===== src/rtl/rgb_led_ring_frame_builder_defines.svh =====
// ---------------------------------------------------------------------------
// Assertion macros shared by the LED ring frame builder RTL.
// They use clk_i and rst_ni of the module that expands them.
// ---------------------------------------------------------------------------
`ifndef RGB_LED_RING_FRAME_BUILDER_DEFINES_SVH
`define RGB_LED_RING_FRAME_BUILDER_DEFINES_SVH

// Same-cycle implication.
`define RLFB_ASSERT_NOW(lbl, ante, cons, msg) \
  lbl: assert property (@(posedge clk_i) disable iff (!rst_ni) (ante) |-> (cons)) \
    else $error(msg);

// Next-cycle implication.
`define RLFB_ASSERT_NEXT(lbl, ante, cons, msg) \
  lbl: assert property (@(posedge clk_i) disable iff (!rst_ni) (ante) |=> (cons)) \
    else $error(msg);

`endif


===== src/rtl/rlfb_pkg.sv =====
// ---------------------------------------------------------------------------
// rlfb_pkg
// Types, constants and helpers of the LED ring frame builder.
// ---------------------------------------------------------------------------
`timescale 1ns / 1ps
`default_nettype none

package rlfb_pkg;

  localparam int unsigned LED_COUNT_DEF   = 12;
  localparam int unsigned CURVE_STEPS_DEF = 101;

  localparam logic [6:0] PCT_MAX     = 7'd100;
  localparam logic [7:0] START_MARK  = 8'hE0;
  localparam int unsigned HDR_BYTES  = 4;

  // round(k*31/100) == ((k*31 + 50) * GLOB_RECIP) >> GLOB_SHIFT for k <= 100
  localparam logic [24:0] GLOB_RECIP = 25'd5243;
  localparam int unsigned GLOB_SHIFT = 19;

  localparam int unsigned QUEUE_DEPTH = 2;

  typedef enum logic [2:0] {
    MODE_LOAD      = 3'd0,
    MODE_STAGE_LED = 3'd1,
    MODE_STAGE_ALL = 3'd2,
    MODE_ROTATE    = 3'd3,
    MODE_COMMIT    = 3'd4
  } mode_e;

  typedef enum logic [2:0] {
    CMD_ACK,
    CMD_SET_ONE,
    CMD_SET_ALL,
    CMD_ROTATE,
    CMD_COMMIT
  } cmd_e;

  // Classified request handed from the front to the back.
  typedef struct packed {
    cmd_e        cmd;
    logic        err;
    logic [3:0]  idx;
    logic        dir;
    logic [4:0]  glob;
    logic [23:0] color;   // {blue, green, red}, already scaled
  } entry_t;

  // (c * f + 0.5) in Q1.16, saturated to 8 bits
  function automatic logic [7:0] scale_chan(input logic [7:0] c, input logic [16:0] f);
    logic [25:0] p;
    p = 26'(c) * 26'(f) + 26'd32768;
    return (p[25:24] != 2'b00) ? 8'hFF : p[23:16];
  endfunction

endpackage

`default_nettype wire


===== src/rtl/rlfb_front.sv =====
// ---------------------------------------------------------------------------
// rlfb_front
// Accepts requests, owns the brightness curve, classifies each request and
// scales staged colors before handing them to the queue.
// ---------------------------------------------------------------------------
`timescale 1ns / 1ps
`default_nettype none

module rlfb_front #(
  parameter int unsigned LED_COUNT   = rlfb_pkg::LED_COUNT_DEF,
  parameter int unsigned CURVE_STEPS = rlfb_pkg::CURVE_STEPS_DEF
) (
  input  wire logic            clk_i,
  input  wire logic            rst_ni,
  input  wire logic            in_valid_i,
  output logic                 in_stall_o,
  input  wire logic [2:0]      mode_i,
  input  wire logic [3:0]      led_index_i,
  input  wire logic [23:0]     color_i,
  input  wire logic [6:0]      brightness_i,
  input  wire logic            direction_i,
  input  wire logic [6:0]      table_index_i,
  input  wire logic [16:0]     table_value_i,
  output logic                 push_o,
  output rlfb_pkg::entry_t     entry_o,
  input  wire logic            full_i
);
  import rlfb_pkg::*;

  localparam int unsigned CIDX_W = $clog2(CURVE_STEPS);

  logic                   accept;
  logic                   pend_q, pend_d;
  logic [6:0]             pct;
  logic [8:0]             rd_addr9, wr_addr9;
  logic [CIDX_W-1:0]      rd_addr, wr_addr;
  logic                   wr_en;
  logic [11:0]            glob_x;
  logic [24:0]            glob_p;
  cmd_e                   cmd_c;
  logic                   err_c;

  logic [16:0]            curve_mem [CURVE_STEPS];
  logic [CURVE_STEPS-1:0] cvld_q;
  logic [16:0]            f_q;
  logic                   fvld_q;
  logic [16:0]            fac;

  cmd_e                   cmd_q;
  logic                   err_q;
  logic [3:0]             idx_q;
  logic                   dir_q;
  logic [4:0]             glob_q;
  logic [23:0]            color_q;

  assign push_o     = pend_q && !full_i;
  assign in_stall_o = pend_q && full_i;
  assign accept     = in_valid_i && !in_stall_o;

  assign pct      = (brightness_i > PCT_MAX) ? PCT_MAX : brightness_i;
  assign rd_addr9 = ({2'b00, pct} > 9'(CURVE_STEPS - 1)) ? 9'(CURVE_STEPS - 1)
                                                         : {2'b00, pct};
  assign rd_addr  = rd_addr9[CIDX_W-1:0];
  assign wr_addr9 = {2'b00, table_index_i};
  assign wr_addr  = wr_addr9[CIDX_W-1:0];
  assign wr_en    = accept && (mode_i == MODE_LOAD) && (wr_addr9 < 9'(CURVE_STEPS));

  assign glob_x = 12'(pct) * 12'd31 + 12'd50;
  assign glob_p = 25'(glob_x) * GLOB_RECIP;

  always_comb begin
    cmd_c = CMD_ACK;
    err_c = 1'b0;
    unique case (mode_e'(mode_i))
      MODE_LOAD: begin
        cmd_c = CMD_ACK;
      end
      MODE_STAGE_LED: begin
        if ({1'b0, led_index_i} < 5'(LED_COUNT)) begin
          cmd_c = CMD_SET_ONE;
        end else begin
          err_c = 1'b1;
        end
      end
      MODE_STAGE_ALL: begin
        cmd_c = CMD_SET_ALL;
      end
      MODE_ROTATE: begin
        cmd_c = CMD_ROTATE;
      end
      MODE_COMMIT: begin
        cmd_c = CMD_COMMIT;
      end
      default: begin
        err_c = 1'b1;
      end
    endcase
  end

  assign pend_d = accept ? 1'b1 : (push_o ? 1'b0 : pend_q);

  always_ff @(posedge clk_i or negedge rst_ni) begin
    if (!rst_ni) begin
      pend_q <= 1'b0;
      cvld_q <= '0;
    end else begin
      pend_q <= pend_d;
      if (wr_en) begin
        cvld_q[wr_addr] <= 1'b1;
      end
    end
  end

  // curve memory, registered read
  always_ff @(posedge clk_i) begin
    if (wr_en) begin
      curve_mem[wr_addr] <= table_value_i;
    end
    if (accept) begin
      f_q     <= curve_mem[rd_addr];
      fvld_q  <= cvld_q[rd_addr];
      cmd_q   <= cmd_c;
      err_q   <= err_c;
      idx_q   <= led_index_i;
      dir_q   <= direction_i;
      glob_q  <= glob_p[GLOB_SHIFT+4:GLOB_SHIFT];
      color_q <= color_i;
    end
  end

  assign fac = fvld_q ? f_q : 17'd0;

  always_comb begin
    entry_o.cmd   = cmd_q;
    entry_o.err   = err_q;
    entry_o.idx   = idx_q;
    entry_o.dir   = dir_q;
    entry_o.glob  = glob_q;
    entry_o.color = {scale_chan(color_q[23:16], fac),
                     scale_chan(color_q[15:8], fac),
                     scale_chan(color_q[7:0], fac)};
  end

endmodule

`default_nettype wire


===== src/rtl/rlfb_queue.sv =====
// ---------------------------------------------------------------------------
// rlfb_queue
// Short FIFO of classified requests between front and back.
// ---------------------------------------------------------------------------
`timescale 1ns / 1ps
`default_nettype none

module rlfb_queue (
  input  wire logic              clk_i,
  input  wire logic              rst_ni,
  input  wire logic              push_i,
  input  wire rlfb_pkg::entry_t  entry_i,
  output logic                   full_o,
  output logic                   valid_o,
  output rlfb_pkg::entry_t       entry_o,
  input  wire logic              pop_i
);
  import rlfb_pkg::*;

  localparam int unsigned QPTR_W = $clog2(QUEUE_DEPTH);

  entry_t            slots_q [QUEUE_DEPTH];
  logic [QPTR_W-1:0] wptr_q, rptr_q;
  logic [QPTR_W:0]   cnt_q;

  assign full_o  = (cnt_q == (QPTR_W + 1)'(QUEUE_DEPTH));
  assign valid_o = (cnt_q != '0);
  assign entry_o = slots_q[rptr_q];

  always_ff @(posedge clk_i or negedge rst_ni) begin
    if (!rst_ni) begin
      wptr_q <= '0;
      rptr_q <= '0;
      cnt_q  <= '0;
    end else begin
      if (push_i) begin
        wptr_q <= wptr_q + 1'b1;
      end
      if (pop_i) begin
        rptr_q <= rptr_q + 1'b1;
      end
      if (push_i && !pop_i) begin
        cnt_q <= cnt_q + 1'b1;
      end else if (pop_i && !push_i) begin
        cnt_q <= cnt_q - 1'b1;
      end
    end
  end

  always_ff @(posedge clk_i) begin
    if (push_i) begin
      slots_q[wptr_q] <= entry_i;
    end
  end

endmodule

`default_nettype wire


===== src/rtl/rlfb_back.sv =====
// ---------------------------------------------------------------------------
// rlfb_back
// Holds the staged LED colors, applies requests and serializes the frame
// into the output register.
// ---------------------------------------------------------------------------
`timescale 1ns / 1ps
`default_nettype none
`include "rgb_led_ring_frame_builder_defines.svh"

module rlfb_back #(
  parameter int unsigned LED_COUNT = rlfb_pkg::LED_COUNT_DEF
) (
  input  wire logic              clk_i,
  input  wire logic              rst_ni,
  input  wire logic              q_valid_i,
  input  wire rlfb_pkg::entry_t  entry_i,
  output logic                   pop_o,
  output logic                   out_valid_o,
  input  wire logic              out_stall_i,
  output logic                   kind_o,
  output logic [7:0]             frame_byte_o,
  output logic                   error_o,
  output logic                   last_o
);
  import rlfb_pkg::*;

  localparam int unsigned LED_IDX_W = (LED_COUNT > 1) ? $clog2(LED_COUNT) : 1;

  localparam logic [1:0] S_IDLE = 2'd0;
  localparam logic [1:0] S_HDR  = 2'd1;
  localparam logic [1:0] S_LED  = 2'd2;
  localparam logic [1:0] S_TRL  = 2'd3;

  localparam logic [1:0] SUB_START = 2'd0;
  localparam logic [1:0] SUB_BLUE  = 2'd1;
  localparam logic [1:0] SUB_GREEN = 2'd2;
  localparam logic [1:0] SUB_RED   = 2'd3;

  logic [23:0]          colors_q [LED_COUNT];
  logic [23:0]          colors_d [LED_COUNT];
  logic                 any_q, any_c;
  logic [1:0]           state_q, state_d;
  logic [1:0]           cnt_q, cnt_d;
  logic [LED_IDX_W-1:0] led_q, led_d;
  logic [4:0]           cglob_q, cglob_d;
  logic                 adv;
  logic [23:0]          cur;

  logic                 o_valid_q, o_valid_d;
  logic                 o_kind_q, o_kind_d;
  logic [7:0]           o_byte_q, o_byte_d;
  logic                 o_err_q, o_err_d;
  logic                 o_last_q, o_last_d;

  assign adv = !o_valid_q || !out_stall_i;
  assign cur = colors_q[led_q];

  always_comb begin
    any_c = 1'b0;
    for (int i = 0; i < LED_COUNT; i++) begin
      any_c = any_c | (colors_q[i] != 24'd0);
    end
  end

  always_comb begin
    for (int i = 0; i < LED_COUNT; i++) begin
      colors_d[i] = colors_q[i];
    end
    state_d   = state_q;
    cnt_d     = cnt_q;
    led_d     = led_q;
    cglob_d   = cglob_q;
    pop_o     = 1'b0;
    o_valid_d = o_valid_q && out_stall_i;
    o_kind_d  = o_kind_q;
    o_byte_d  = o_byte_q;
    o_err_d   = o_err_q;
    o_last_d  = o_last_q;
    if (adv) begin
      unique case (state_q)
        S_IDLE: begin
          if (q_valid_i) begin
            pop_o = 1'b1;
            if (entry_i.cmd == CMD_COMMIT) begin
              state_d = S_HDR;
              cnt_d   = 2'd0;
              cglob_d = entry_i.glob;
            end else begin
              o_valid_d = 1'b1;
              o_kind_d  = 1'b0;
              o_byte_d  = 8'd0;
              o_err_d   = entry_i.err;
              o_last_d  = 1'b1;
              unique case (entry_i.cmd)
                CMD_SET_ONE: begin
                  colors_d[entry_i.idx[LED_IDX_W-1:0]] = entry_i.color;
                end
                CMD_SET_ALL: begin
                  for (int i = 0; i < LED_COUNT; i++) begin
                    colors_d[i] = entry_i.color;
                  end
                end
                CMD_ROTATE: begin
                  for (int i = 0; i < LED_COUNT; i++) begin
                    if (entry_i.dir) begin
                      colors_d[i] = colors_q[(i == 0) ? LED_COUNT - 1 : i - 1];
                    end else begin
                      colors_d[i] = colors_q[(i == LED_COUNT - 1) ? 0 : i + 1];
                    end
                  end
                end
                default: begin
                end
              endcase
            end
          end
        end
        S_HDR: begin
          o_valid_d = 1'b1;
          o_kind_d  = 1'b1;
          o_byte_d  = 8'd0;
          o_err_d   = 1'b0;
          o_last_d  = 1'b0;
          cnt_d     = cnt_q + 2'd1;
          if (cnt_q == 2'(HDR_BYTES - 1)) begin
            state_d = S_LED;
            led_d   = '0;
          end
        end
        S_LED: begin
          o_valid_d = 1'b1;
          o_kind_d  = 1'b1;
          o_err_d   = 1'b0;
          o_last_d  = 1'b0;
          cnt_d     = cnt_q + 2'd1;
          unique case (cnt_q)
            SUB_START: o_byte_d = START_MARK | {3'b000, (any_q ? cglob_q : 5'd0)};
            SUB_BLUE:  o_byte_d = cur[23:16];
            SUB_GREEN: o_byte_d = cur[15:8];
            SUB_RED: begin
              o_byte_d = cur[7:0];
              if (led_q == LED_IDX_W'(LED_COUNT - 1)) begin
                state_d = S_TRL;
              end else begin
                led_d = led_q + 1'b1;
              end
            end
            default: o_byte_d = 8'd0;
          endcase
        end
        S_TRL: begin
          o_valid_d = 1'b1;
          o_kind_d  = 1'b1;
          o_byte_d  = 8'd0;
          o_err_d   = 1'b0;
          o_last_d  = 1'b1;
          state_d   = S_IDLE;
        end
        default: begin
          state_d = S_IDLE;
        end
      endcase
    end
  end

  always_ff @(posedge clk_i or negedge rst_ni) begin
    if (!rst_ni) begin
      state_q   <= S_IDLE;
      cnt_q     <= '0;
      led_q     <= '0;
      any_q     <= 1'b0;
      o_valid_q <= 1'b0;
      for (int i = 0; i < LED_COUNT; i++) begin
        colors_q[i] <= '0;
      end
    end else begin
      state_q   <= state_d;
      cnt_q     <= cnt_d;
      led_q     <= led_d;
      any_q     <= any_c;
      o_valid_q <= o_valid_d;
      for (int i = 0; i < LED_COUNT; i++) begin
        colors_q[i] <= colors_d[i];
      end
    end
  end

  always_ff @(posedge clk_i) begin
    cglob_q  <= cglob_d;
    o_kind_q <= o_kind_d;
    o_byte_q <= o_byte_d;
    o_err_q  <= o_err_d;
    o_last_q <= o_last_d;
  end

  assign out_valid_o  = o_valid_q;
  assign kind_o       = o_kind_q;
  assign frame_byte_o = o_byte_q;
  assign error_o      = o_err_q;
  assign last_o       = o_last_q;

  `RLFB_ASSERT_NOW(a_ack_is_last, o_valid_q && !o_kind_q, o_last_q, "ack without last")
  `RLFB_ASSERT_NOW(a_frame_no_err, o_valid_q && o_kind_q, !o_err_q, "frame byte flagged error")
  `RLFB_ASSERT_NEXT(a_start_mark, (state_q == S_LED) && (cnt_q == SUB_START) && adv, o_valid_q && (o_byte_q[7:5] == 3'b111), "LED start byte lacks marker")
  `RLFB_ASSERT_NEXT(a_pop_acts, pop_o, (state_q == S_HDR) || o_valid_q, "popped request produced nothing")

endmodule

`default_nettype wire


===== src/rtl/rgb_led_ring_frame_builder.sv =====
// ---------------------------------------------------------------------------
// rgb_led_ring_frame_builder
// Stages scaled LED colors through a loadable brightness curve and emits
// APA102 frames as a byte stream.
// ---------------------------------------------------------------------------
//  channel | direction | handshake              | payload
//  --------+-----------+------------------------+----------------------------------
//  in      | sink      | in_valid_i/in_stall_o  | mode, led_index, color, brightness,
//          |           |                        | direction, table_index, table_value
//  out     | source    | out_valid_o/out_stall_i| kind, frame_byte, error, last
//
//  A non-commit request yields one acknowledgement after it is accepted; a
//  commit yields 4*LED_COUNT+5 bytes, one per cycle while out_stall_i does
//  not hold them, after the back end pops it, and holds the back end until
//  the last byte. The byte serializer in the back end sets the sustained rate.
//  The front takes one request per cycle while the 2-entry queue has room.
//  Reset clears the staged colors and the per-entry curve valid bits at once;
//  an unloaded curve entry reads as zero. No clearing pass.
//  out_stall_i holds the output register and, through it, the back end;
//  in_stall_o rises only when the front holds a request and the queue is full.
// ---------------------------------------------------------------------------
`timescale 1ns / 1ps
`default_nettype none

module rgb_led_ring_frame_builder #(
  parameter int unsigned LED_COUNT   = rlfb_pkg::LED_COUNT_DEF,
  parameter int unsigned CURVE_STEPS = rlfb_pkg::CURVE_STEPS_DEF
) (
  input  wire logic        clk_i,
  input  wire logic        rst_ni,
  input  wire logic        in_valid_i,
  output logic             in_stall_o,
  input  wire logic [2:0]  mode_i,
  input  wire logic [3:0]  led_index_i,
  input  wire logic [23:0] color_i,
  input  wire logic [6:0]  brightness_i,
  input  wire logic        direction_i,
  input  wire logic [6:0]  table_index_i,
  input  wire logic [16:0] table_value_i,
  output logic             out_valid_o,
  input  wire logic        out_stall_i,
  output logic             kind_o,
  output logic [7:0]       frame_byte_o,
  output logic             error_o,
  output logic             last_o
);
  import rlfb_pkg::*;

  // front -> queue
  logic   push;
  entry_t push_entry;
  logic   q_full;
  // queue -> back
  logic   q_valid;
  entry_t head_entry;
  logic   pop;

  rlfb_front #(
    .LED_COUNT   (LED_COUNT),
    .CURVE_STEPS (CURVE_STEPS)
  ) u_front (
    .clk_i         (clk_i),
    .rst_ni        (rst_ni),
    .in_valid_i    (in_valid_i),
    .in_stall_o    (in_stall_o),
    .mode_i        (mode_i),
    .led_index_i   (led_index_i),
    .color_i       (color_i),
    .brightness_i  (brightness_i),
    .direction_i   (direction_i),
    .table_index_i (table_index_i),
    .table_value_i (table_value_i),
    .push_o        (push),
    .entry_o       (push_entry),
    .full_i        (q_full)
  );

  rlfb_queue u_queue (
    .clk_i   (clk_i),
    .rst_ni  (rst_ni),
    .push_i  (push),
    .entry_i (push_entry),
    .full_o  (q_full),
    .valid_o (q_valid),
    .entry_o (head_entry),
    .pop_i   (pop)
  );

  // back end: color store, request execution, frame serializer
  rlfb_back #(
    .LED_COUNT (LED_COUNT)
  ) u_back (
    .clk_i        (clk_i),
    .rst_ni       (rst_ni),
    .q_valid_i    (q_valid),
    .entry_i      (head_entry),
    .pop_o        (pop),
    .out_valid_o  (out_valid_o),
    .out_stall_i  (out_stall_i),
    .kind_o       (kind_o),
    .frame_byte_o (frame_byte_o),
    .error_o      (error_o),
    .last_o       (last_o)
  );

endmodule

`default_nettype wire


===== config.mk =====
export PLATFORM = sky130hd
export DESIGN_NAME = rgb_led_ring_frame_builder
export DESIGN_NICKNAME = d
export VERILOG_FILES = /design/src/rtl/rlfb_pkg.sv /design/src/rtl/rlfb_front.sv /design/src/rtl/rlfb_queue.sv /design/src/rtl/rlfb_back.sv /design/src/rtl/rgb_led_ring_frame_builder.sv
export VERILOG_INCLUDE_DIRS = /design/src /design/src/rtl
export SDC_FILE = /design/constraint.sdc
export NUM_CORES = 2
export LEC_CHECK = 0
export ABC_CLOCK_PERIOD_IN_PS = 7400
export BUFFER_PORTS_ARGS = -buffer_cell sky130_fd_sc_hd__buf_2
export CAP_MARGIN = 20
export CORE_AREA = 2 2 534 536
export CTS_CLUSTER_SIZE = 10
export DETAILED_ROUTE_END_ITERATION = 12
export DIE_AREA = 0 0 536 538
export PLACE_DENSITY = 0.6
export SETUP_SLACK_MARGIN = 0.5
export SLEW_MARGIN = 15
export SYNTH_ARGS = -nofsm -noshare
export SYNTH_HDL_FRONTEND = slang
export SYNTH_HIERARCHICAL = 1
export SYNTH_SLANG_ARGS = --single-unit

===== constraint.sdc =====
create_clock -name clk_i -period 7.4 [get_ports clk_i]
set_clock_uncertainty 0.2 [all_clocks]
set_input_delay 0.37 -clock clk_i [delete_from_list [all_inputs] [get_ports clk_i]]
set_output_delay 0.37 -clock clk_i [all_outputs]
set_load 0.05 [all_outputs]

==> Word-level counts from Yosys, hierarchy flattened <==
Memory sizes are Yosys's and may differ from the RTL's. A register that Yosys moved wholly into a read port is not among the register bits.
Cells that the tools add are included.
W data, S select, Z words.
{ "word_totals": {"reg_bits": 459, "input_bits": 67, "wordCells": 225, "memories": 2, "ram_bits": 1793, "output_inout_bits": 13} }
{ "op_classes": {"n_eq_ne": 23, "n_mul": 5, "n_reduce_logical": 51, "mux": 75, "n_addsub": 10, "bitwise": 15, "magnitude_cmp": 10} }
{ "mem_list": {"columns": ["name", "words", "word_bits", "rd", "rd_ports_with_merged_regs", "wr", "line_no", "rtl"], "rows": [
  ["u_front.curve_mem", 101, 17, 1, 1, 1, "rlfb_front.sv:43", "logic [16:0] curve_mem [CURVE_STEPS];"],
  ["u_queue.slots_q", 2, 38, 1, 0, 1, "rlfb_queue.sv:22", "entry_t slots_q [QUEUE_DEPTH];"]
]} }
{ "op_table": {"columns": ["cell", "n"], "rows": [
  ["$pmux W288 S3", 1],
  ["$mux W24", 15],
  ["$bwmux W288", 1],
  ["$reduce_bool A24 Y1", 12],
  ["$or A101 B101 Y101", 1],
  ["$bmux W24 S4", 1],
  ["$demux W24 S4", 1],
  ["$add A25 B16 Y26 const B", 3],
  ["$mul A8 B17 Y25", 3],
  ["$mux W8", 5],
  ["$pmux W8 S4", 1],
  ["$mul A12 B13 Y24 const B", 1],
  ["$pmux W8 S3", 1],
  ["$mux W1", 22],
  ["$mux W2", 9],
  ["$mux W17", 1],
  ["$lt A7 B8 Y1 const B", 2],
  ["$reduce_bool A2 Y1", 8],
  ["$gt A7 B7 Y1 const B", 2],
  ["$mux W7", 2],
  ["$add A12 B6 Y12 const B", 1],
  ["$eq A3 B2 Y1 const B", 4],
  ["$mul A7 B5 Y12 const B", 1],
  ["$mux W4", 3],
  ["41 further kinds", 88]
]} }

==> Depth between registers and ports, before layout <==
{ "depth": {"depth_word": 12, "mapped_depth": 41, "ltp_nobuf": 36} }

==> Cells and area by module <==
Netlist, hierarchy kept.
{ "modules_own_cells": {"columns": ["module", "cells_each", "seq_area_each_um2", "n_inst", "area_each_um2"], "rows": [
  ["rlfb_front", 6499, 55793.5, 1, 88748.9],
  ["rlfb_back", 2105, 7937.6, 1, 21010.2],
  ["rlfb_queue", 134, 2382.3, 1, 2977.9]
]} }

==> Worst setup path after synthesis <==
Ideal clock, no wire load.
{ "synth_timing": {"kind": "input port to flip-flop", "start": "input brightness_i[2]", "end": "register u_front.glob_q[3], data pin", "path_slack_ps": -1998, "required_ps": 6942, "stages": 40, "path_buffers": 5, "setup_ps": 258, "t_arrival_ps": 8941, "cell_sequence": "buf_4 > o311ai_4 > and2_4 > inv_2 > buf_4 > buf_2 > buf_2 > buf_1 > ha_1 > ha_1 > inv_1 > fa_1 > inv_1 > ha_1 > fa_1 > a21o_1 > a21oi_1 > o21bai_1 > (+4 left out) > ha_1 > inv_1 > fa_1 > fa_1 > inv_1 > fa_1 > inv_1 > fa_1 > inv_1 > ha_1 > nand4_1 > nor2_1 > a221oi_1 > o21ai_0 > a2111oi_0 > nor2_1 > a21oi_1 > xnor2_1"} }
{ "synth_between": {"elab_chain_cells": 5} }
{ "synth_lines": {"columns": ["element", "line_no", "rtl"], "rows": [
  ["start, declared", "rgb_led_ring_frame_builder.sv:36", "input wire logic [6:0] brightness_i,"],
  ["$gt A7 B7 Y1", "rlfb_front.sv:60", "assign pct = (brightness_i > PCT_MAX) ? PCT_MAX : brightness_i;"],
  ["$mux W7 *", "rlfb_front.sv:60", null],
  ["$mul A7 B5 Y12 *", "rlfb_front.sv:68", "assign glob_x = 12'(pct) * 12'd31 + 12'd50;"],
  ["$add A12 B6 Y12 *", "rlfb_front.sv:68", null],
  ["$mul A12 B13 Y24 *", "rlfb_front.sv:69", "assign glob_p = 25'(glob_x) * GLOB_RECIP;"],
  ["named net u_front.glob_p[22]", "rlfb_front.sv:39", "logic [24:0] glob_p;"],
  ["end signal, assigned", "rlfb_front.sv:126", "glob_q <= glob_p[GLOB_SHIFT+4:GLOB_SHIFT];"],
  ["end, declared", "rlfb_front.sv:53", "logic [4:0] glob_q;"]
]} }
The timed path passes the listed nets; every way through them passes the cells marked *.
A chain may end at the register's enable or synchronous reset.

==> Final worst setup path <==
{ "layout_timing": {"start": "input brightness_i[3]", "end": "register u_front.glob_q[4], data pin"} }
The elaborated chain is that of the path after synthesis.

==> flow_metrics.py <==
metrics = {
    "setup_path": {
        "critPathLaunchType": "input port",
        "worstPathArrival_ns": 7.71,
        "crit_required_ns": 7.78,
        "cp_max_fo": 3,
        "cp_slowest_cell": "fa_2",
        "path_class": "input port to register",
        "cpLargestDelayFamily": "adder cells",
        "critPathMaxStageDelay_ns": 0.53,
        "endpoint_kind": "register",
        "path_buf_inv": 7,
    },
    "yosys": {
        "ys_ff_latch": 2269,
        "syn-cell-area_um2": 112700,
        "ys.flop_type": "edfxtp_1",
        "synth_area_per_cell_um2": 12.90,
        "synth_fp_nets": 9416,
        "postSynthCellCount": 8738,
        "yosysUniqueCellTypes": 96,
        "yosysWarnings": 6,
        "ys_async_sr_fraction_pct": 17.81,
        "ys_seq_area_share_pct": 58.64,
        "synth_edf_count": 1865,
    },
    "cells_and_area": {
        "fillCellCount": 25343,
        "drive_gt1_share_pct": 16.32,
        "final_area_um2": 126900,
        "final_util_pct": 44.81,
        "nNetsFinal": 9558,
        "syn_to_final_growth_pct": 12.58,
    },
    "run_status": {
        "outcome": "complete, no violations",
    },
    "cts": {
        "cts_tree": "done",
        "cts_root_buf": "clkbuf_16",
        "insertion_delay_ns": 0.88,
        "cts_num_sinks": 2269,
        "clk_pin_slew_ns": 0.06,
        "htreeDepth": 5,
        "clk_path_buf_depth": 4,
        "cts_buffers": 278,
    },
    "power": {
        "pwr-share-seq_pct": 30.4,
        "clkPwrFrac_pct": 22.0,
        "powerDensity_nw_per_um2": 443.1,
        "vdd_drop_max_uv": 1052,
        "p_int_mw": 34.55,
        "p_comb_share_pct": 47.7,
        "switching_share_pct": 38.56,
        "p_switching_mw": 21.69,
        "leakage_nw": 47.04,
    },
    "sta": {
        "max_freq_mhz": 136.5,
        "setup_slack_ns": 0.07274,
        "setup_tns_ns": 0,
        "hold_violations": 0,
        "min_period_ns": 7.327,
        "finalSetupViolCount": 0,
        "post-route-period-util_pct": 99.02,
        "rsz0062_at_grt": "true",
        "relSlewSlack_pct": 22.53,
        "drv_slew": 0,
        "max_slew.worst_pin.slew_ns": 1.148,
    },
    "grt": {
        "antenna_found_initial": 17,
        "first_global_vias": 76023,
        "grt_start_max_net_pins": 190,
        "grt_usage_pct": 23.88,
        "grt_pass1_wl_um": 515300,
        "grt-ovfl-total": 0,
    },
    "die": {
        "core_um2": 283200,
        "io_pins": 80,
        "chipHeight_um": 538,
        "die_w_um": 536,
        "num_rows": 196,
        "start_util_pct": 39.80,
        "fp.dieArea_um2": 288400,
    },
    "placed_design": {
        "gp_congestion": 0.9051,
        "post-place-ws_ns": -1.248,
        "hpwl_um": 218000,
        "portBuffers": 79,
        "dpl_cell_area_um2": 118000,
    },
    "detailed_routing": {
        "first_iter_violations": 8132,
        "drtPass1Iterations": 7,
        "wirelength_um": 349600,
        "via_per_inst": 5.956,
        "avgRoutedWirePerCell_um": 27.30,
        "drc": 0,
        "via_count": 76263,
        "ant_nets": 0,
    },
    "hold_path": {
        "hp-class": "input port to register",
    },
    "job": {
        "drv_cap": 0,
    },
}
-- cells by family (layout without fill, tap and decap cells) --
| kind of cell | after synthesis | count (layout) | synth area share (%) |
|---|---|---|---|
| AND/OR/NAND/NOR | 2384 | 2384 | 9.915 |
| AO/OA/AOI/OAI | 1642 | 1642 | 10.07 |
| XOR/XNOR | 42 | 42 | 0.3263 |
| flip-flops | 2269 | 2269 | 58.64 |
| adder cells (fa/ha/maj) | 611 | 611 | 8.905 |
| other | 0 | 11 | 0 |
| buffers and inverters | 1096 | 1390 | 4.212 |
| multiplexers | 694 | 694 | 7.932 |
-- synth_stat cells, types with 48 or more instances --
cell / n / area share [%]
inv_1: 461 / 1.5
and3_1: 289 / 1.6
a221oi_1: 293 / 2.3
edfxtp_1: 1865 / 50
clkbuf_1: 341 / 1.1
buf_4: 48 / 0.32
and2_1: 71 / 0.39
a211oi_1: 78 / 0.52
o221ai_1: 143 / 1.1
mux2i_1: 230 / 2.0
fa_1: 319 / 5.7
nand2_1: 980 / 3.3
buf_2: 171 / 0.76
o21ai_0: 143 / 0.63
a31oi_1: 134 / 0.74
nand3_1: 192 / 0.85
nor4_1: 93 / 0.52
mux4_2: 121 / 2.4
o22ai_1: 94 / 0.52
mux2_2: 332 / 3.3
nor2_1: 481 / 1.6
dfrtp_1: 404 / 9.0
or2_2: 104 / 0.58
a21oi_1: 487 / 2.2
ha_1: 292 / 3.2
-- layer usage --
metal	routed length, um	global-route usage [%]	vias up
li1	-	-	32960
met5	98	0	-
met2	164300	38.38	3469
met3	28800	4.508	824
met1	138900	31.41	38996
met4	17480	10.88	14
-- layout by cell type (no fill, tap or decap), types with 35 or more instances in the layout --
cell type and n:
a221oi_1 291, nand4_1 43, or2_2 103, o22ai_1 94, buf_4 358, and3_1 289
mux4_2 121, ha_1 281, nand2_1 980, nor2_1 443, dfrtp_1 401, nand3_1 192
nor2_2 35, a31oi_1 134, clkbuf_1 116, o221ai_1 143, o21ai_0 139, mux2i_1 230
and2_1 68, nor4_1 90, clkbuf_16 285, a211oi_1 77, edfxtp_1 1865, dlygate4sd3_1 58
a21oi_1 479, inv_1 449, mux2_2 331, fa_1 317, buf_2 58
-- metrics by stage --
step / cells / hold WS (ns) / power (mW)
finish: 12805 / 0.05459 / 56.24
floorplan: 8738 / -0.1256 / 34.21
CTS: 12791 / 0.001617 / 56.09
global route: 12796 / 0.03992 / 60.70
detailed placement: 12293 / 0.2311 / 42.45
global placement: 12292 / 0.2329 / 42.01
-- area by class of cell --
cell class,instances,area (um2),share of cell area [%]
clock inverter,22,302.8,0.2386
timing repair buffer,493,3880,3.057
inverter,465,1762,1.388
antenna,11,27.53,0.02169
multi-input combinational,5373,42420,33.43
tap,3762,4707,3.709
sequential,2269,66120,52.10
clock buffer,410,7691,6.060
-- path summary, 6_finish.rpt --
check                                      startpoint                          endpoint  slack (ns)  cells after the start
hold reg to reg            u_front/cmd_q[1]$_DFFE_PP_  u_queue/slots_q[1][36]$_DFFE_PP_        0.24                      0
setup / recovery                      brightness_i[3]       u_front/glob_q[4]$_DFFE_PP_        0.07                     34
setup reg to reg             u_front/fvld_q$_DFFE_PP_  u_queue/slots_q[0][19]$_DFFE_PP_        0.87                     20
min in group asynchronous                      rst_ni                         async pin        0.08                      2
hold / removal                             color_i[0]      u_front/color_q[0]$_DFFE_PP_        0.05                      2
max in group asynchronous                      rst_ni                         async pin        5.33                      3
-- power by group through the flow --
stage | Clock (mW) | Sequential (mW) | Combinational [mW]
global placement | 0 | 17.2 | 24.8
global route | 13.0 | 17.2 | 30.5
finish | 12.4 | 17.1 | 26.8
detailed placement | 0 | 17.3 | 25.2
CTS | 12.5 | 17.0 | 26.6
floorplan | 0 | 16.4 | 17.8
-- what timing repair did --
item                                    in CTS  in global routing
gates resized for setup                     23                 23
pin swaps                                   32                 30
setup buffers                                8                  1
endpoints found under the setup margin       5                 28
hold buffers                                58                  0
cloned                                       0                  0
endpoints found under the hold margin      792                  0
(Power assumes the default switching activity.)
